<file path="config.mk">
export PLATFORM = sky130hd
export DESIGN_NAME = lsi_ctrl
export DESIGN_NICKNAME = d
export VERILOG_FILES = /design/src/design/lsi_pkg.sv /design/src/design/lsi_ctrl.sv
export SDC_FILE = /design/constraint.sdc
export NUM_CORES = 1
export LEC_CHECK = 0
export ABC_AREA = 1
export BUFFER_PORTS_ARGS = -buffer_cell sky130_fd_sc_hd__buf_2
export CAP_MARGIN = 30
export CORE_MARGIN = 2
export CORE_UTILIZATION = 48
export DETAILED_ROUTE_END_ITERATION = 16
export HOLD_SLACK_MARGIN = 0.1
export PLACE_DENSITY = 0.87
export SLEW_MARGIN = 20
export SYNTH_ARGS = -nofsm -noshare
export SYNTH_HDL_FRONTEND = slang
export SYNTH_SLANG_ARGS = --single-unit
</file>
<file path="constraint.sdc">
create_clock -name clk -period 1.5 [get_ports clk]
set_input_delay 0.3 -clock clk [delete_from_list [all_inputs] [get_ports clk]]
set_output_delay 0.3 -clock clk [all_outputs]
set_load 0.1 [all_outputs]
</file>
<file path="src/design/lsi_pkg.sv">
// ----------------------------------------------------------------------------
// lsi_pkg
// shared types, constants and arithmetic helpers of the lms system
// identification block
// ----------------------------------------------------------------------------
`default_nettype none

package lsi_pkg;

	localparam int SMP_W   = 16;         // sample and output width
	localparam int W_W     = 48;         // adaptive weight width
	localparam int ACC_W   = 64;         // y and e accumulator width
	localparam int D_W     = 35;         // reference sum width, exact for eight taps
	localparam int NREG    = 8;          // number of reference coefficient registers
	localparam int CI_W    = 3;          // coefficient index width
	localparam int CFG_IDX_W = 4;        // configuration index width
	localparam int Y_FRAC  = 40;
	localparam int D_FRAC  = 15;
	localparam int D_ALIGN = 25;         // d to 40 fraction bits
	localparam logic signed [SMP_W-1:0] COEF_RST = 16'sd4096;

	typedef logic signed [SMP_W-1:0] smp_t;
	typedef logic signed [W_W-1:0]   weight_t;
	typedef logic signed [ACC_W-1:0] acc_t;

	typedef struct packed {
		smp_t sample_in;
	} in_word_t;

	typedef struct packed {
		smp_t adaptive_out;
		smp_t reference_out;
		smp_t error_out;
	} out_word_t;

	typedef struct packed {
		logic [CFG_IDX_W-1:0] index;
		logic [SMP_W-1:0]     value;
	} cfg_word_t;

	// controller to datapath commands
	typedef struct packed {
		logic clr;       // clearing pass write at tap index
		logic load;      // take new sample, clear accumulators
		logic tap_vld;   // issue one tap of a pass
		logic pass2;     // tap belongs to the weight update pass
		logic err;       // form the error
		logic out_load;  // load the result register
	} cmd_t;

	typedef struct packed {
		logic pipe_busy;
		logic out_free;
	} status_t;

	function automatic acc_t sat_add64(acc_t a, acc_t b);
		logic signed [ACC_W:0] s;
		s = {a[ACC_W-1], a} + {b[ACC_W-1], b};
		if (s[ACC_W] != s[ACC_W-1])
			return s[ACC_W] ? {1'b1, {(ACC_W-1){1'b0}}} : {1'b0, {(ACC_W-1){1'b1}}};
		return s[ACC_W-1:0];
	endfunction

	// integer part of a magnitude already shifted down, saturated to 16 bits
	function automatic smp_t int16_sat(logic neg, logic [ACC_W-1:0] m);
		if (!neg)
			return (m > 64'd32767) ? 16'sd32767 : smp_t'(m[SMP_W-1:0]);
		if (m > 64'd32768)
			return -16'sd32768;
		return smp_t'(-m[SMP_W-1:0]);
	endfunction

	function automatic logic [ACC_W-1:0] mag64(acc_t v);
		return v[ACC_W-1] ? (~v + 64'd1) : v;
	endfunction

endpackage

`default_nettype wire

</file>
<file path="src/design/lsi_ctrl.sv">
// ----------------------------------------------------------------------------
// lsi_ctrl
// sequencer: clearing pass, filter pass, error, update pass, result load
// ----------------------------------------------------------------------------
`default_nettype none

module lsi_ctrl
	import lsi_pkg::*;
#(
	parameter int TAPS = 120
) (
	input  wire logic                    clk,
	input  wire logic                    arst_n,
	input  wire logic                    in_valid,
	output logic                         in_ready,
	input  wire status_t                 status,
	output cmd_t                         cmd,
	output logic [$clog2(TAPS)-1:0]      tap_idx
);
	localparam int AW = $clog2(TAPS);
	localparam logic [AW-1:0] LAST = AW'(TAPS - 1);

	localparam logic [2:0] S_CLR  = 3'd0;
	localparam logic [2:0] S_IDLE = 3'd1;
	localparam logic [2:0] S_P1   = 3'd2;
	localparam logic [2:0] S_D1   = 3'd3;
	localparam logic [2:0] S_ERR  = 3'd4;
	localparam logic [2:0] S_P2   = 3'd5;
	localparam logic [2:0] S_D2   = 3'd6;
	localparam logic [2:0] S_OUT  = 3'd7;

	logic [2:0]    state_q;
	logic [AW-1:0] cnt_q;

	assign tap_idx  = cnt_q;
	assign in_ready = (state_q == S_IDLE);

	always_comb begin
		cmd          = '0;
		cmd.clr      = (state_q == S_CLR);
		cmd.load     = (state_q == S_IDLE) && in_valid;
		cmd.tap_vld  = (state_q == S_P1) || (state_q == S_P2);
		cmd.pass2    = (state_q == S_P2);
		cmd.err      = (state_q == S_ERR);
		cmd.out_load = (state_q == S_OUT) && status.out_free;
	end

	always_ff @(posedge clk or negedge arst_n) begin
		if (!arst_n) begin
			state_q <= S_CLR;
			cnt_q   <= '0;
		end else begin
			unique case (state_q)
				S_CLR, S_P1, S_P2: begin
					cnt_q <= (cnt_q == LAST) ? '0 : cnt_q + 1'b1;
					if (cnt_q == LAST)
						state_q <= (state_q == S_CLR) ? S_IDLE :
							(state_q == S_P1) ? S_D1 : S_D2;
				end
				S_IDLE: if (in_valid) state_q <= S_P1;
				S_D1:   if (!status.pipe_busy) state_q <= S_ERR;
				S_ERR:  state_q <= S_P2;
				S_D2:   if (!status.pipe_busy) state_q <= S_OUT;
				S_OUT:  if (status.out_free) state_q <= S_IDLE;
				default: state_q <= S_CLR;
			endcase
		end
	end
endmodule

`default_nettype wire

</file>
==> results by group <==
Placed design
  – Gp weighted congestion: between 0.8 and 0.9
  – Cells after DPL: about 120
  – Dpl hpwl: 1190 um
  – IO buf count: 18

Route
  – Vias: 802
  – Total wire length: 2090 um
  – Starting DRT DRC Count: 25
  – Routed Antenna Nets: 0
  – Pre-antenna DRT Iters: 4
  – # DRC: 0
  – Avg WL per Cell: 15.2 um
  – Number of vias per cell: 5.81

STA
  – Final setup margin: -0.159 ns
  – Slew Viols, Final: 0
  – Achievable Freq: between 600 and 700 MHz
  – Slew @ Worst Pin: 0.490 ns
  – RSZ-0062 raised after global routing: yes
  – Final worst path period share: 1.11
  – Slew margin rel.: 0.676
  – Final hold vios: 0
  – Hold slack: 0.432 ns
  – Min cycle time layout: 1.66 ns
  – Fin Clk Skew: 0.00377 ns
  – Final setup fails: 7

Worst setup path
  – Worst Setup End Kind: primary output
  – CP Cell Sequence: inv_2 -> nand2_4 -> nor2_4 -> o21bai_4 -> buf_12
  – CP delay by family, top: flip-flops
  – Slowest CP cell: dfrtp_2
  – Crit Path Category: reg2out
  – Startpoint Class: register
  – WP data arrival: 1.36 ns
  – Crit path largest cell delay: between 0.4 and 0.5 ns
  – Critical Path RT: roughly 1.2 ns
  – Worst Reg-to-Reg Cells: 8
  – Worst path depth: 5
  – Worst-path fanout max: 4
  – R2R Path End: state_q[1]
  – CP Buf/Inv Count: 2
  – RR Startpoint: state_q[0]
  – Reg2reg setup slack: 0.07 ns

Status
  – Failing checks: negative setup slack
  – Status: finished, violations left

Flow run
  – Max Cap Violations: 0

Synthesis
  – Synth top area cells: dfrtp_1 39%, nand2_1 19%, inv_1 4.7%, nor2_1 4.7%, xnor2_1 4.1%
  – Synth Cell Area: 644 um^2
  – Yosys cell types: 23
  – Cell taking the most area after synthesis: dfrtp_1
  – Seq/Total Area, Yosys: 0.388
  – Post-synth net total: 96
  – Post-synth top area share: 0.388
  – Syn Area/Cell: 7.16 um^2
  – Yosys reg bits: 10
  – Synth Warn #: 0
  – Synth Instances: 90

Final layout
  – Most frequent cells in the layout: 32 x nand2_1, 11 x buf_2, 11 x buf_4, 8 x dfrtp_2
  – Net count, final: 130
  – Non-filler cells, final: 138
  – # diodes: 0
  – Commonest non-fill, non-tap cell in the layout: nand2_1
  – P&R area growth vs syn: 64.1%
  – Share of cells above drive strength 1: 0.472

Global routing
  – Largest net degree at the start of global routing: 11
  – Global route hottest layer: met2
  – Met1 Use GR: 0.365
  – First-pass GRT wire length: 3060 um
  – Antenna violations before repair: 0
  – GRT Total Usage: 0.296
  – Total gr overflow: 0
  – Grt met3 use: 0.109
  – Met2 Use GR: 0.456
  – Number of global-route vias before repair: 696

Die
  – I/O pins: 19
  – Die H: 40.6 um
  – Die area: 1650 um^2
  – CORE AREA: 1280 um^2
  – Die Wd: 40.6 um
  – Starting density of the core: 0.501
  – Rows: 13

Pwr
  – Total Power: 492 uW
  – Leakage: slightly above 0.0005 uW
  – PwrDens: 465 nW/um^2
  – Peak supply drop: 0.461 mV

CTS
  – Reg clk slew, reported paths: 0.07 ns
  – Root Buffer: clkbuf_4
  – Max H-tree Level: 1
  – Later-pin clock latency in the skew report: approximately 0.27 ns
  – CTS Buf Count: 3
  – CTS Sinks: 10
  – Clock tree buffer depth: 2
  – TritonCTS clock tree: built

Min path
  – Hold WC Path Type: in2async
-- power breakdown --
part           switching [uW]  internal [uW]  total [uW]  leakage, uW
Combinational            11.0           5.94        16.9     0.000386
Sequential                  0            269         269     0.000116
Clock                     103            103         206    0.0000150
Total                     114            378         492     0.000517
-- Yosys cell counts --
master	number
nand3_1	5
nand3b_1	1
o21bai_1	1
xor2_1	1
buf_6	1
o22ai_1	1
nor3_1	1
xnor2_1	3
nor2_1	8
nand4_1	3
a21oi_1	1
nand2_4	1
ha_1	1
nand2_1	32
o21ai_0	1
o21ai_1	3
nor2_2	1
buf_4	1
inv_1	8
nor2_4	1
dfrtp_1	10
nand2_2	2
inv_2	3
-- worst max path at each step --
stage / from / to / slack (ns)
2_1_floorplan: state_q[1] / cmd[3] / -0.35
3_5_place_dp: state_q[1] / cmd[3] / 0.06
5_1_grt: state_q[1] / cmd[3] / -0.18
6_report: state_q[1] / cmd[3] / -0.16
3_3_place_gp: state_q[1] / cmd[3] / 0.11
4_1_cts: state_q[2] / cmd[4] / -0.05
-- routing by layer --
metal,part of all wire,routed length (um),vias to the layer above
li1,-,-,352
met1,0.38,789,380
met2,0.50,1050,60
met3,0.095,199,10
met4,0.025,52,0
met5,0,0,-
-- registers in the layout, indices dropped and copies added, names as in the netlist --
| signal | flops |
|---|---|
| tap_idx | 7 |
| state_q | 3 |
-- per-stage QoR --
step	setup TNS (ns)	area [um^2]	util	setup WS, ns
after floorplan	-1.49	714	-	-0.346
final	-0.618	1060	0.823	-0.159
after CTS	-0.242	1020	0.797	-0.0536
after global routing	-0.886	1060	0.823	-0.179
after detailed placement	0	917	0.714	0.0634
after global placement	0	917	0.714	0.107
-- cell type report --
type	instances	area, um^2
Sequential cell	10	260
Timing Repair Buffer	31	299
Clock buffer	4	26.3
Tap cell	15	18.8
Multi-Input combinational cell	67	412
Inverter	11	41.3
Fill cell	61	228
-- cell families (layout without fill, tap and decap cells) --
kind of cell / after synthesis / after routing / synth area share
compound gates: 7 / 7 / 0.0602
xor+xnor: 4 / 4 / 0.0544
fa+ha+maj: 1 / 1 / 0.0194
buf+inv: 13 / 46 / 0.0932
flops: 10 / 10 / 0.388
simple gates: 55 / 55 / 0.384
-- what timing repair did --
item | in CTS | in global routing
gates resized for setup | 4 | 2
hold buffers | 1 | 0
pin swaps | 2 | 4
endpoints found under the hold margin | 10 | 0
endpoints found under the setup margin | 7 | 10
buffers inserted | 8 | 3
Note: power is estimated with default switching activity, not from simulation.
